$ cat src/rtl/wrsc_pkg.sv
package wrsc_pkg;
	localparam int DEF_MAX_SCREENS = 8;
	localparam int DEF_COORD_BITS  = 16;
	localparam int CFG_BITS        = 15;
	localparam int CMD_BITS        = 2;
	localparam int STATUS_BITS     = 3;
	localparam int IDX_OUT_BITS    = 3;

	localparam logic [1:0] CMD_CLEAR = 2'd0;
	localparam logic [1:0] CMD_ADD   = 2'd1;
	localparam logic [1:0] CMD_PLACE = 2'd2;
	localparam logic [1:0] CMD_PLACE_ALT = 2'd3;

	localparam logic [2:0] ST_PLACED  = 3'd0;
	localparam logic [2:0] ST_PASS    = 3'd1;
	localparam logic [2:0] ST_ADDED   = 3'd2;
	localparam logic [2:0] ST_INVALID = 3'd3;
	localparam logic [2:0] ST_FULL    = 3'd4;
	localparam logic [2:0] ST_CLEARED = 3'd5;

	localparam logic CFG_MIN_W = 1'b0;
	localparam logic CFG_MIN_H = 1'b1;
endpackage

$ cat src/rtl/wrsc_ram.sv
module wrsc_ram #(
	parameter int WIDTH = 64,
	parameter int DEPTH = 8
) (
	input  logic                     clk,
	input  logic                     we,
	input  logic [$clog2(DEPTH)-1:0] waddr,
	input  logic [WIDTH-1:0]         wdata,
	input  logic [$clog2(DEPTH)-1:0] raddr,
	output logic [WIDTH-1:0]         rdata
);
	logic [WIDTH-1:0] mem_q [DEPTH];

	always_ff @(posedge clk) begin
		if (we) begin
			mem_q[waddr] <= wdata;
		end
		rdata <= mem_q[raddr];
	end
endmodule

$ cat src/rtl/window_rect_screen_clamp_core.sv
// channel   | direction | handshake           | payload
// ----------+-----------+---------------------+---------------------------------
// request   | in        | in_valid / in_ready | command, rect_*, fallback_*
// result    | out       | out_valid/out_ready | status, out_*, screen_index, on_screen
// config    | in        | cfg_we              | cfg_index, cfg_data
//
// clear, add and pass-through go via S_OUT back to idle; a place request walks the screens
// through S_OVRD, S_OVEDG, S_OVMUL and, if a valid candidate overlaps none, S_DSRD to S_DSY2,
// then S_TGRD, S_CLW, S_CLX, S_OUT; the single shared multiplier and one ram read port pace it
// arst_n resets the sequencer, screen count, config (minimums to 1) and result registers; ram is not cleared
// in_ready is low from acceptance until the sequencer is back in idle
// the result sits in its own register: a waiting result only holds the sequencer in its last
// cycle, and out_valid and the result hold while the receiver stalls
module window_rect_screen_clamp_core
	import wrsc_pkg::*;
#(
	parameter int MAX_SCREENS = DEF_MAX_SCREENS,
	parameter int COORD_BITS  = DEF_COORD_BITS
) (
	input  logic                          clk,
	input  logic                          arst_n,
	input  logic                          cfg_we,
	input  logic                          cfg_index,
	input  logic [CFG_BITS-1:0]           cfg_data,
	input  logic                          in_valid,
	output logic                          in_ready,
	input  logic [CMD_BITS-1:0]           command,
	input  logic signed [COORD_BITS-1:0]  rect_x,
	input  logic signed [COORD_BITS-1:0]  rect_y,
	input  logic signed [COORD_BITS-1:0]  rect_w,
	input  logic signed [COORD_BITS-1:0]  rect_h,
	input  logic signed [COORD_BITS-1:0]  fallback_x,
	input  logic signed [COORD_BITS-1:0]  fallback_y,
	input  logic signed [COORD_BITS-1:0]  fallback_w,
	input  logic signed [COORD_BITS-1:0]  fallback_h,
	output logic                          out_valid,
	input  logic                          out_ready,
	output logic [STATUS_BITS-1:0]        status,
	output logic signed [COORD_BITS-1:0]  out_x,
	output logic signed [COORD_BITS-1:0]  out_y,
	output logic signed [COORD_BITS-1:0]  out_w,
	output logic signed [COORD_BITS-1:0]  out_h,
	output logic [IDX_OUT_BITS-1:0]       screen_index,
	output logic                          on_screen
);
	localparam int CB  = COORD_BITS;
	localparam int EB  = CB + 3;          // coordinate sums and differences
	localparam int PB  = 2 * EB + 2;      // products and squared distances
	localparam int IB  = (MAX_SCREENS > 1) ? $clog2(MAX_SCREENS) : 1;
	localparam int NB  = $clog2(MAX_SCREENS + 1);
	localparam int RW  = 4 * CB;
	localparam logic [NB-1:0] N_MAX = NB'(MAX_SCREENS);

	// sequencer codes
	localparam logic [3:0] S_IDLE  = 4'd0;
	localparam logic [3:0] S_OVRD  = 4'd1;   // overlap walk: ram read issued
	localparam logic [3:0] S_OVEDG = 4'd2;   // overlap spans registered
	localparam logic [3:0] S_OVMUL = 4'd3;   // multiply and compare
	localparam logic [3:0] S_DSRD  = 4'd4;
	localparam logic [3:0] S_DSDX  = 4'd5;   // dx, dy
	localparam logic [3:0] S_DSX2  = 4'd6;   // dx squared
	localparam logic [3:0] S_DSY2  = 4'd7;   // dy squared, sum, compare
	localparam logic [3:0] S_TGRD  = 4'd8;   // read chosen screen
	localparam logic [3:0] S_CLW   = 4'd9;   // target screen registered
	localparam logic [3:0] S_CLX   = 4'd10;  // size clamp, then position clamp
	localparam logic [3:0] S_OUT   = 4'd11;

	logic [3:0] state_q;
	logic [NB-1:0] count_q;
	logic [CFG_BITS-1:0] min_w_q, min_h_q;
	logic [IB-1:0] idx_q, sel_q;
	logic signed [EB-1:0] cx_q, cy_q, cw_q, ch_q;  // candidate
	logic signed [EB-1:0] px_q, py_q;              // candidate centre
	logic signed [EB-1:0] ea_q, eb_q;              // overlap spans or dx, dy
	logic signed [PB-1:0] prod_q, best_q;
	logic signed [EB-1:0] tx_q, ty_q, tw_q, th_q;
	logic signed [EB-1:0] w_q, h_q, x_q, y_q;
	logic hit_q;

	// result being built
	logic [STATUS_BITS-1:0] status_q;
	logic signed [CB-1:0] ox_q, oy_q, ow_q, oh_q;
	logic [IDX_OUT_BITS-1:0] oidx_q;
	logic oon_q, ovalid_q;

	// output register
	logic [STATUS_BITS-1:0] res_status_q;
	logic signed [CB-1:0] res_x_q, res_y_q, res_w_q, res_h_q;
	logic [IDX_OUT_BITS-1:0] res_idx_q;
	logic res_on_q;

	// screen ram
	logic ram_we;
	logic [IB-1:0] ram_waddr, ram_raddr;
	logic [RW-1:0] ram_wdata, ram_rdata;

	wrsc_ram #(.WIDTH(RW), .DEPTH(MAX_SCREENS)) u_ram (
		.clk   (clk),
		.we    (ram_we),
		.waddr (ram_waddr),
		.wdata (ram_wdata),
		.raddr (ram_raddr),
		.rdata (ram_rdata)
	);

	logic signed [EB-1:0] sx, sy, sw, sh;
	assign sx = EB'($signed(ram_rdata[RW-1 -: CB]));
	assign sy = EB'($signed(ram_rdata[3*CB-1 -: CB]));
	assign sw = EB'($signed(ram_rdata[2*CB-1 -: CB]));
	assign sh = EB'($signed(ram_rdata[CB-1:0]));

	logic accept;
	assign accept = in_valid && in_ready;
	assign in_ready = (state_q == S_IDLE);

	logic req_ok, fb_ok;
	assign req_ok = (rect_w > 0) && (rect_h > 0);
	assign fb_ok  = (fallback_w > 0) && (fallback_h > 0);

	logic cand_ok;
	assign cand_ok = (cw_q > 0) && (ch_q > 0);

	assign ram_we    = accept && (command == CMD_ADD) && req_ok && (count_q < N_MAX);
	assign ram_waddr = count_q[IB-1:0];
	assign ram_wdata = {rect_x, rect_y, rect_w, rect_h};
	assign ram_raddr = (state_q == S_TGRD || state_q == S_CLW) ? sel_q : idx_q;

	// shared arithmetic: overlap spans, distances and the single multiplier
	logic signed [EB-1:0] lo_x, hi_x, lo_y, hi_y, span_x, span_y, ddx, ddy;
	logic signed [EB-1:0] mul_a, mul_b;
	logic signed [PB-1:0] mul_p;
	always_comb begin
		lo_x = (cx_q > sx) ? cx_q : sx;
		lo_y = (cy_q > sy) ? cy_q : sy;
		hi_x = ((cx_q + cw_q) < (sx + sw)) ? (cx_q + cw_q) : (sx + sw);
		hi_y = ((cy_q + ch_q) < (sy + sh)) ? (cy_q + ch_q) : (sy + sh);
		span_x = (hi_x > lo_x) ? (hi_x - lo_x) : '0;
		span_y = (hi_y > lo_y) ? (hi_y - lo_y) : '0;
		ddx = (px_q < sx) ? (sx - px_q) : ((px_q > sx + sw - 1) ? (px_q - (sx + sw - 1)) : '0);
		ddy = (py_q < sy) ? (sy - py_q) : ((py_q > sy + sh - 1) ? (py_q - (sy + sh - 1)) : '0);
		mul_a = (state_q == S_DSY2) ? eb_q : ea_q;
		mul_b = (state_q == S_OVMUL) ? eb_q : mul_a;
		mul_p = PB'(mul_a) * PB'(mul_b);
	end

	// size and position clamp
	logic signed [EB-1:0] mw, mh, w0, h0, w1, h1, x0, y0, mx, my, x1, y1;
	always_comb begin
		mw = (tw_q < EB'($signed({1'b0, (min_w_q == '0) ? CFG_BITS'(1) : min_w_q})))
			? tw_q : EB'($signed({1'b0, (min_w_q == '0) ? CFG_BITS'(1) : min_w_q}));
		mh = (th_q < EB'($signed({1'b0, (min_h_q == '0) ? CFG_BITS'(1) : min_h_q})))
			? th_q : EB'($signed({1'b0, (min_h_q == '0) ? CFG_BITS'(1) : min_h_q}));
		w0 = (cw_q > 0) ? cw_q : mw;
		h0 = (ch_q > 0) ? ch_q : mh;
		w0 = (w0 < tw_q) ? w0 : tw_q;
		h0 = (h0 < th_q) ? h0 : th_q;
		w1 = (mw > w0) ? mw : w0;
		h1 = (mh > h0) ? mh : h0;
		// centre offset, truncating towards zero
		x0 = (hit_q && cand_ok) ? cx_q : tx_q + (tw_q - w_q) / 2;
		y0 = (hit_q && cand_ok) ? cy_q : ty_q + (th_q - h_q) / 2;
		mx = tx_q + tw_q - w_q;
		my = ty_q + th_q - h_q;
		x0 = (x0 < mx) ? x0 : mx;
		y0 = (y0 < my) ? y0 : my;
		x1 = (tx_q > x0) ? tx_q : x0;
		y1 = (ty_q > y0) ? ty_q : y0;
	end

	function automatic logic signed [CB-1:0] sat(input logic signed [EB-1:0] v);
		logic signed [EB-1:0] hi, lo;
		hi = EB'((2 ** (CB - 1)) - 1);
		lo = -hi - EB'(1);
		if (v > hi) begin
			return hi[CB-1:0];
		end
		if (v < lo) begin
			return lo[CB-1:0];
		end
		return v[CB-1:0];
	endfunction

	logic last_idx;
	assign last_idx = (NB'(idx_q) + NB'(1)) >= count_q;

	always_ff @(posedge clk or negedge arst_n) begin
		if (!arst_n) begin
			min_w_q <= CFG_BITS'(1);
			min_h_q <= CFG_BITS'(1);
		end else if (cfg_we) begin
			unique case (cfg_index)
				CFG_MIN_W: min_w_q <= cfg_data;
				CFG_MIN_H: min_h_q <= cfg_data;
				default: ;
			endcase
		end
	end

	always_ff @(posedge clk or negedge arst_n) begin
		if (!arst_n) begin
			state_q  <= S_IDLE;
			count_q  <= '0;
			ovalid_q <= 1'b0;
			idx_q <= '0; sel_q <= '0; hit_q <= 1'b0;
			prod_q <= '0; best_q <= '0;
			cx_q <= '0; cy_q <= '0; cw_q <= '0; ch_q <= '0;
			px_q <= '0; py_q <= '0; ea_q <= '0; eb_q <= '0;
			tx_q <= '0; ty_q <= '0; tw_q <= '0; th_q <= '0;
			w_q <= '0; h_q <= '0; x_q <= '0; y_q <= '0;
			status_q <= ST_PLACED;
			ox_q <= '0; oy_q <= '0; ow_q <= '0; oh_q <= '0;
			oidx_q <= '0; oon_q <= 1'b0;
			res_status_q <= ST_PLACED;
			res_x_q <= '0; res_y_q <= '0; res_w_q <= '0; res_h_q <= '0;
			res_idx_q <= '0; res_on_q <= 1'b0;
		end else begin
			if (ovalid_q && out_ready) begin
				ovalid_q <= 1'b0;
			end
			unique case (state_q)
				S_IDLE: begin
					if (accept) begin
						idx_q <= '0;
						sel_q <= '0;
						hit_q <= 1'b0;
						best_q <= '0;
						status_q <= ST_PLACED;
						ox_q <= '0; oy_q <= '0; ow_q <= '0; oh_q <= '0;
						oidx_q <= '0; oon_q <= 1'b0;
						if (command == CMD_CLEAR) begin
							count_q <= '0;
							status_q <= ST_CLEARED;
							state_q <= S_OUT;
						end else if (command == CMD_ADD) begin
							if (!req_ok) begin
								status_q <= ST_INVALID;
							end else if (count_q >= N_MAX) begin
								status_q <= ST_FULL;
							end else begin
								status_q <= ST_ADDED;
								oidx_q <= IDX_OUT_BITS'(count_q);
								count_q <= count_q + NB'(1);
							end
							state_q <= S_OUT;
						end else begin
							if (!req_ok && fb_ok) begin
								cx_q <= EB'(fallback_x); cy_q <= EB'(fallback_y);
								cw_q <= EB'(fallback_w); ch_q <= EB'(fallback_h);
								px_q <= EB'(fallback_x) + EB'(fallback_w / 2);
								py_q <= EB'(fallback_y) + EB'(fallback_h / 2);
							end else begin
								cx_q <= EB'(rect_x); cy_q <= EB'(rect_y);
								cw_q <= EB'(rect_w); ch_q <= EB'(rect_h);
								px_q <= EB'(rect_x) + EB'(rect_w / 2);
								py_q <= EB'(rect_y) + EB'(rect_h / 2);
							end
							if (count_q == '0) begin
								status_q <= ST_PASS;
								if (!req_ok && fb_ok) begin
									ox_q <= fallback_x; oy_q <= fallback_y;
									ow_q <= fallback_w; oh_q <= fallback_h;
								end else begin
									ox_q <= rect_x; oy_q <= rect_y;
									ow_q <= rect_w; oh_q <= rect_h;
								end
								state_q <= S_OUT;
							end else begin
								state_q <= S_OVRD;
							end
						end
					end
				end
				S_OVRD: state_q <= S_OVEDG;
				S_OVEDG: begin
					ea_q <= cand_ok ? span_x : '0;
					eb_q <= cand_ok ? span_y : '0;
					state_q <= S_OVMUL;
				end
				S_OVMUL: begin
					if (mul_p > best_q) begin
						best_q <= mul_p;
						sel_q <= idx_q;
						hit_q <= 1'b1;
					end
					if (last_idx) begin
						idx_q <= '0;
						state_q <= (mul_p > best_q || hit_q || !cand_ok) ? S_TGRD : S_DSRD;
						best_q <= {1'b0, {(PB-1){1'b1}}};
					end else begin
						idx_q <= idx_q + IB'(1);
						state_q <= S_OVRD;
					end
				end
				S_DSRD: state_q <= S_DSDX;
				S_DSDX: begin
					ea_q <= ddx;
					eb_q <= ddy;
					state_q <= S_DSX2;
				end
				S_DSX2: begin
					prod_q <= mul_p;
					state_q <= S_DSY2;
				end
				S_DSY2: begin
					if (prod_q + mul_p < best_q) begin
						best_q <= prod_q + mul_p;
						sel_q <= idx_q;
					end
					if (last_idx) begin
						state_q <= S_TGRD;
					end else begin
						idx_q <= idx_q + IB'(1);
						state_q <= S_DSRD;
					end
				end
				S_TGRD: state_q <= S_CLW;
				S_CLW: begin
					tx_q <= sx; ty_q <= sy; tw_q <= sw; th_q <= sh;
					state_q <= S_CLX;
				end
				S_CLX: begin
					if (w_q == '0 && h_q == '0) begin
						// first pass latches the size, second the position
						w_q <= w1;
						h_q <= h1;
					end else begin
						x_q <= x1;
						y_q <= y1;
						state_q <= S_OUT;
					end
				end
				S_OUT: begin
					if (!ovalid_q) begin
						ovalid_q <= 1'b1;
						state_q <= S_IDLE;
						res_status_q <= status_q;
						if (status_q == ST_PLACED) begin
							res_x_q <= sat(x_q); res_y_q <= sat(y_q);
							res_w_q <= sat(w_q); res_h_q <= sat(h_q);
							res_idx_q <= IDX_OUT_BITS'(sel_q);
							res_on_q <= hit_q;
						end else begin
							res_x_q <= ox_q; res_y_q <= oy_q;
							res_w_q <= ow_q; res_h_q <= oh_q;
							res_idx_q <= oidx_q;
							res_on_q <= oon_q;
						end
					end
				end
				default: state_q <= S_IDLE;
			endcase
			if (state_q == S_CLW) begin
				w_q <= '0;
				h_q <= '0;
			end
		end
	end

	assign out_valid    = ovalid_q;
	assign status       = res_status_q;
	assign out_x        = res_x_q;
	assign out_y        = res_y_q;
	assign out_w        = res_w_q;
	assign out_h        = res_h_q;
	assign screen_index = res_idx_q;
	assign on_screen    = res_on_q;
endmodule

$ cat config.mk
export PLATFORM = sky130hd
export DESIGN_NAME = window_rect_screen_clamp_core
export DESIGN_NICKNAME = d
export VERILOG_FILES = /design/src/rtl/wrsc_pkg.sv /design/src/rtl/wrsc_ram.sv /design/src/rtl/window_rect_screen_clamp_core.sv
export SDC_FILE = /design/constraint.sdc
export NUM_CORES = 2
export LEC_CHECK = 0
export BUFFER_PORTS_ARGS = -buffer_cell sky130_fd_sc_hd__buf_2
export CORE_UTILIZATION = 40
export CTS_BUF_LIST = sky130_fd_sc_hd__clkbuf_8
export CTS_CLUSTER_SIZE = 20
export DETAILED_ROUTE_END_ITERATION = 16
export HOLD_SLACK_MARGIN = 0.02
export PLACE_DENSITY = 0.54
export RECOVER_POWER = 100
export SETUP_SLACK_MARGIN = 0.3
export SYNTH_ARGS = -nofsm -noshare
export SYNTH_HDL_FRONTEND = slang
export SYNTH_HIERARCHICAL = 1
export SYNTH_SLANG_ARGS = --single-unit
$ cat constraint.sdc
create_clock -name clk -period 14 [get_ports clk]
set_clock_uncertainty 0.1 [all_clocks]
set_input_delay 0.7 -clock clk [delete_from_list [all_inputs] [get_ports clk]]
set_output_delay 0.7 -clock clk [all_outputs]
set_load 0.05 [all_outputs]
* Word level (Yosys, flattened, before mapping)
Memories as Yosys holds them, arrays and structs flattened. A register that Yosys moved wholly into a read port is not among the register bits.
Cells that the tools add are included.
** Storage, ports and cells
- Input port bits :: 151
- Bits in registers :: 557
- Memories :: 1
- Word-level logic and storage cells :: 357
- Bits in writable memories :: 512
** Memory list
- u_ram.mem_q :: words 8, bits a word 64, read ports 1, clocked after Yosys merged registers in 1, wr ports 1, line wrsc_ram.sv:12 : logic [WIDTH-1:0] mem_q [DEPTH];
** Cells by class
- Magnitude comparators :: 39
- Reductions and logical operators :: 44
- Equality and inequality tests :: 20
- Bitwise operators :: 11
- Muxes and demuxes :: 162
- $add $sub $neg :: 40
- Multipliers :: 1
** Operators with widths (number)
- $mux W19 :: 40
- $mux W16 :: 36
- $mux W40 :: 4
- $add A16 B16 Y17 :: 8
- $pmux W40 S3 :: 1
- $add A16 B19 Y19 :: 6
- $add A19 B1 Y19 :: 6
- $sub A19 B19 Y19 :: 6
- $gt A19 B16 Y1 const B :: 4
- $gt A19 B19 Y1 :: 4
- $lt A19 B16 Y1 :: 4
- $lt A19 B16 Y1 const B :: 4
- $lt A19 B19 Y1 :: 4
- $pmux W19 S2 :: 2
- $gt A16 B1 Y1 const B :: 4
- $mux W4 :: 13
- $pmux W4 S12 :: 1
- $mux W1 :: 45
- $mux W3 :: 15
- $gt A38 B40 Y1 :: 1
- $lt A40 B40 Y1 :: 1
- $sub A16 B19 Y20 :: 2
- $add A38 B38 Y39 :: 1
- $add A19 B19 Y19 :: 2
- other kinds (42) :: 103

* Depth between registers and ports, before layout
- Word-level depth :: 12
- Mapped depth :: 54
- Mapped depth without buffers :: 49

* Hierarchy
Netlist, hierarchy kept.
** By module, submodules not included
- window_rect_screen_clamp_core :: cells an instance 8232, seq. area each 13490.4 um^2, area each 68814.7 um^2, times used 1
- wrsc_ram :: cells an instance 816, seq. area each 16656.0 um^2, area each 20547.2 um^2, times used 1

* Worst setup path after synthesis
Ideal clock, no wire load.
- Path kind :: register to register
- From :: register state_q[0]
- To :: register best_q[10]
- Cell stages (with the launch flop) :: 49
- Slack :: 2638 ps
- Arrival time :: 11132 ps
- Path through :: dfrtp_1 clkbuf_1 nand2_1 clkbuf_1 nor2_1 clkbuf_1 mux2i_1 clkbuf_1 nor2_1 fa_1 inv_1 fa_1 fa_1 inv_1 fa_1 fa_1 fa_1 ha_1 [13 not listed] nor3_1 a21o_1 nor3_1 o21ai_1 a31oi_1 xnor2_1 ha_1 a21o_1 a21o_1 a21oi_1 nor2b_1 o41ai_1 o211ai_1 a32oi_1 o31a_1 buf_2 buf_2 a31oi_1
** Between the ends
- Word-level cells in the longest chain between the ends :: 8
** Ends and longest elaborated chain
- start, declared :: line window_rect_screen_clamp_core.sv:68 : logic [3:0] state_q;
- start signal, assigned :: line window_rect_screen_clamp_core.sv:287 : state_q <= (mul_p > best_q || hit_q || !cand_ok) ? S_TGRD : S_DSRD;
- $eq A4 B3 Y1 :: line window_rect_screen_clamp_core.sv:141 : mul_a = (state_q == S_DSY2) ? eb_q : ea_q;
- $mux W19 :: line window_rect_screen_clamp_core.sv:141
- $mux W19 :: line window_rect_screen_clamp_core.sv:142 : mul_b = (state_q == S_OVMUL) ? eb_q : mul_a;
- $mul A19 B19 Y38 (*) :: line window_rect_screen_clamp_core.sv:143 : mul_p = PB'(mul_a) * PB'(mul_b);
- named net mul_p[27] :: line window_rect_screen_clamp_core.sv:131 : logic signed [PB-1:0] mul_p;
- $add A38 B38 Y39 :: line window_rect_screen_clamp_core.sv:305 : if (prod_q + mul_p < best_q) begin
- $lt A40 B40 Y1 :: line window_rect_screen_clamp_core.sv:305
- $ne A2 B1 Y1 (no line)
- $reduce_and A4 Y1 (no line) (*)
- end signal, assigned :: line window_rect_screen_clamp_core.sv:281 : best_q <= mul_p;
- end signal, assigned :: line window_rect_screen_clamp_core.sv:288 : best_q <= {1'b0, {(PB-1){1'b1}}};
- end signal, assigned :: line window_rect_screen_clamp_core.sv:306 : best_q <= prod_q + mul_p;
- end, declared :: line window_rect_screen_clamp_core.sv:75 : logic signed [PB-1:0] prod_q, best_q;
Mark *: on every way through the listed nets, which the timed path passes. The rest lies on a longest branch. The select of a mux whose other input is x is not followed.
A chain may end at the register's enable or synchronous reset.

* Worst setup path after layout
- From :: register state_q[0]
- To :: register best_q[19]
Same word-level chain as after synthesis.

==> reports/qor.yml <==
final_layout:
  fin_cells: 12551
  multi_input_area_um2: 54400
  drive_gt1_share_pct: 8.41
  n_fill_cell: 21659
  nNetsFinal: 10941
  seq_area_um2: 30100
  final_area_um2: 98800
  fin_util_pct: 44.5
  syn2layout_area_growth_pct: 10.6
synth:
  syn_inst: 9048
  async_reset_ff_share_pct: 48.3
  ys_ff_latch: 1115
  yosysSeqAreaShare_pct: 33.7
  yosysWarningCount: 6
  yosysTopAreaCell: "edfxtp_1"
  synth_cell_types: 105
  synth_top_area_share_pct: 17.2
  synth_edf_count: 512
  syn_area_per_cell_um2: 9.88
  synth_area_um2: 89400
  ys_top_cells_by_area: "edfxtp_1 (17%), dfrtp_1 (15%), ha_1 (14%), fa_1 (9.6%), inv_1 (4.2%)"
  synth_nets: 10607
  synth_flop_cell: "dfrtp_1"
route:
  wirelength_um: 329000
  first_pass_iters: 10
  viasPerCell: 5.67
  drtIter0Drc: 5610
  dr_total_vias: 71124
  ant_nets: 0
  routedWlPerCell_um: 26.2
  remaining_drc_errors: 0
setup_path:
  max_stage_delay_ps: 600
  cp_max_fo: 44
  critPathLaunchType: "flop"
  path_class: "reg -> reg"
  crit_required_ps: 14760
  crit_path_end_kind: "flop"
  slowest_stage: "fa_1"
  worst_path_most_repeated_cell: "fa_1"
  arrival_ps: 13690
  r2r_cells: 46
placed_design:
  place_area_um2: 94100
  dpl.cell_count: 12074
  dp_hpwl_um: 259000
  place_ws_ps: 956
  port_buffers: 223
  gp_congestion: 0.980
floorplan:
  pin_count: 224
  rows: 173
  start_util_pct: 40.2
  chipWidth_um: 475
  fp.coreArea_um2: 222000
  die_h_um: 475
  dieArea_um2: 225000
timing:
  final_max_slew_viol_count: 1600
  rsz0062_at_grt: "no"
  fmax_mhz: 77.3
  max_slew_margin_pct: -426
  final.setup.tns_ps: 0
  final-setup-viol-count: 0
  period_needed_ps: 12940
  fin_crit_sh_pct: 92.4
  timing.final.ws_setup_ps: 1060
  hold_viol: 0
  tightest_slew_ps: 7890
global_routing:
  antenna_found_initial: 17
  grt_pass1_vias: 72257
  grt_pass1_wl_um: 481000
  grt-ovfl-total: 0
  grt_max_degree: 151
  grtUsageTotal_pct: 29.2
run_status:
  failed_checks: "max-capacitance violations, max-slew violations"
  run_status: "finished with violations"
clock_tree:
  cts_tree: "built"
  cts.clk_slew.worst_paths_ps: 60
  cts.path.max_buffers: 3
  cts_htree_levels: 4
  clock_latency_ps: 1030
  cts_buffers: 196
  root_buffer: "clkbuf_8"
  clock_sink_count: 1115
run:
  maxCapViolations: 32
hold_path:
  hold_path.class: "in -> reg"
  min_path_cells: 3
pwr:
  ir_drop_v: 0.000110
  p_leak_nw: 44.2
  powerDensity_nw_per_um2: 70.9
==> layer usage <==
metal  GRT usage, %  part of all wire (%)  up-vias
li1               -                     -    32669
met1           35.1                    40    35512
met2           48.8                    47     2266
met3           3.80                   4.9      667
met4           19.5                   7.9       10
met5              0                 0.021        -
==> critical path, delay by kind of cell, from the launching register on <==
family	cells	cell delay, ps
AOI/OAI and AO/OA	16	3580
adders and majority gates	10	4200
and+or+nand+nor	12	2290
xor gates and xnor gates	2	460
muxes	1	510
DFF	1	460
buffers and inverters	5	1070
==> cell usage after synthesis (all sizes together) (26+ instances only) <==
| library cell | n |
|---|---|
| and2 | 31 |
| nor3 | 127 |
| mux2 | 129 |
| a21oi | 431 |
| edfxtp | 512 |
| o21ai | 615 |
| nand3 | 129 |
| dfrtp | 537 |
| ha | 981 |
| nor2b | 83 |
| mux4 | 128 |
| inv | 994 |
| nor4 | 54 |
| dfxtp | 64 |
| and3 | 44 |
| nor2 | 669 |
| or3 | 35 |
| nand2 | 984 |
| clkbuf | 213 |
| a31oi | 129 |
| o31ai | 32 |
| nand2b | 65 |
| o211ai | 66 |
| xor2 | 117 |
| mux2i | 243 |
| or2 | 26 |
| a22o | 26 |
| a21o | 186 |
| o21a | 105 |
| nand4 | 78 |
| a22oi | 35 |
| xnor2 | 244 |
| a211oi | 60 |
| buf | 71 |
| o21bai | 52 |
| fa | 427 |
==> power breakdown <==
part | switching, mW | total, mW | leakage, nW | internal, mW
Combinational | 0.243 | 0.360 | 29.3 | 0.117
Sequential | 0.0152 | 3.46 | 12.4 | 3.44
Clock | 1.52 | 3.19 | 2.39 | 1.67
Total | 1.77 | 7.01 | 44.2 | 5.23
==> cells in the final DEF, fill, tap and decap left out, types with 85 or more instances in the layout <==
master and count:
clkbuf_8 239, a21oi_1 427, clkbuf_1 177, xnor2_1 244, dlygate4sd3_1 85, nor2_1 659, o21a_1 102, nor3_1 122
dfrtp_1 537, o21ai_0 598, nand2_1 979, xor2_1 117, fa_1 427, mux2_2 117, a31oi_1 127, a21o_1 186
mux2i_1 241, inv_1 1057, ha_1 981, nand3_1 128, mux4_2 128, edfxtp_1 512
==> kinds of logic (layout without fill, tap and decap cells) <==
family,Yosys count,after routing,share of synthesized area [%]
compound gates,2023,2023,14.6
simple gates,2362,2362,11.7
fa+ha+maj,1408,1408,23.3
buf+inv,1278,1780,5.54
other cells,0,26,0
xor+xnor,362,362,3.56
mux,500,500,7.58
flops,1115,1115,33.7
==> per-stage QoR <==
step	hold slack (ps)	total power, mW
2_1_floorplan	304	3.67
3_3_place_gp	360	3.85
4_1_cts	21.2	7.08
5_1_grt	40.8	7.26
3_5_place_dp	366	3.86
6_report	92.5	7.01
==> area by class of cell <==
type / instances / area share (%)
diodes: 26 / 0.0659
clock buffers: 239 / 3.33
clock inverters: 127 / 0.944
inverters: 994 / 3.78
multi-input cells: 6655 / 55.0
flip-flops and latches: 1115 / 30.5
well taps: 2975 / 3.77
repair buffers: 420 / 2.56
==> flip-flops by register name, summed over array words and instances, names as in the netlist, 19 cells and up <==
| signal | flops |
|---|---|
| prod_q | 38 |
| u_ram/mem_q | 512 |
| ea_q | 19 |
| py_q | 19 |
| best_q | 40 |
| eb_q | 19 |
| px_q | 19 |
| u_ram/rdata | 64 |
| y_q | 19 |
| x_q | 19 |
==> timing repair <==
| action | CTS | global route |
|---|---|---|
| hold endpoints to repair | 596 | 0 |
| buffers inserted | 0 | 0 |
| endpoints found under the setup margin | 0 | 40 |
| resized for setup | 0 | 5 |
| hold buffers | 85 | 0 |
==> worst paths after layout <==
kind | slack, ps | to | startpoint
worst max-delay path | 1060 | best_q[19]$_DFFE_PN0P_ | state_q[0]$_DFFE_PN0P_
worst min-delay path | 90 | cy_q[8]$_DFFE_PN0P_ | fallback_y[8]
worst max register to register | 1060 | best_q[19]$_DFFE_PN0P_ | state_q[0]$_DFFE_PN0P_
worst min register to register | 380 | x_q[6]$_DFFE_PN0P_ | x_q[6]$_DFFE_PN0P_
max in group asynchronous | 2100 | th_q[8]$_DFFE_PN0P_ | arst_n
min in group asynchronous | 2580 | px_q[5]$_DFFE_PN0P_ | arst_n
No activity file was read; power rests on OpenSTA's default activity.
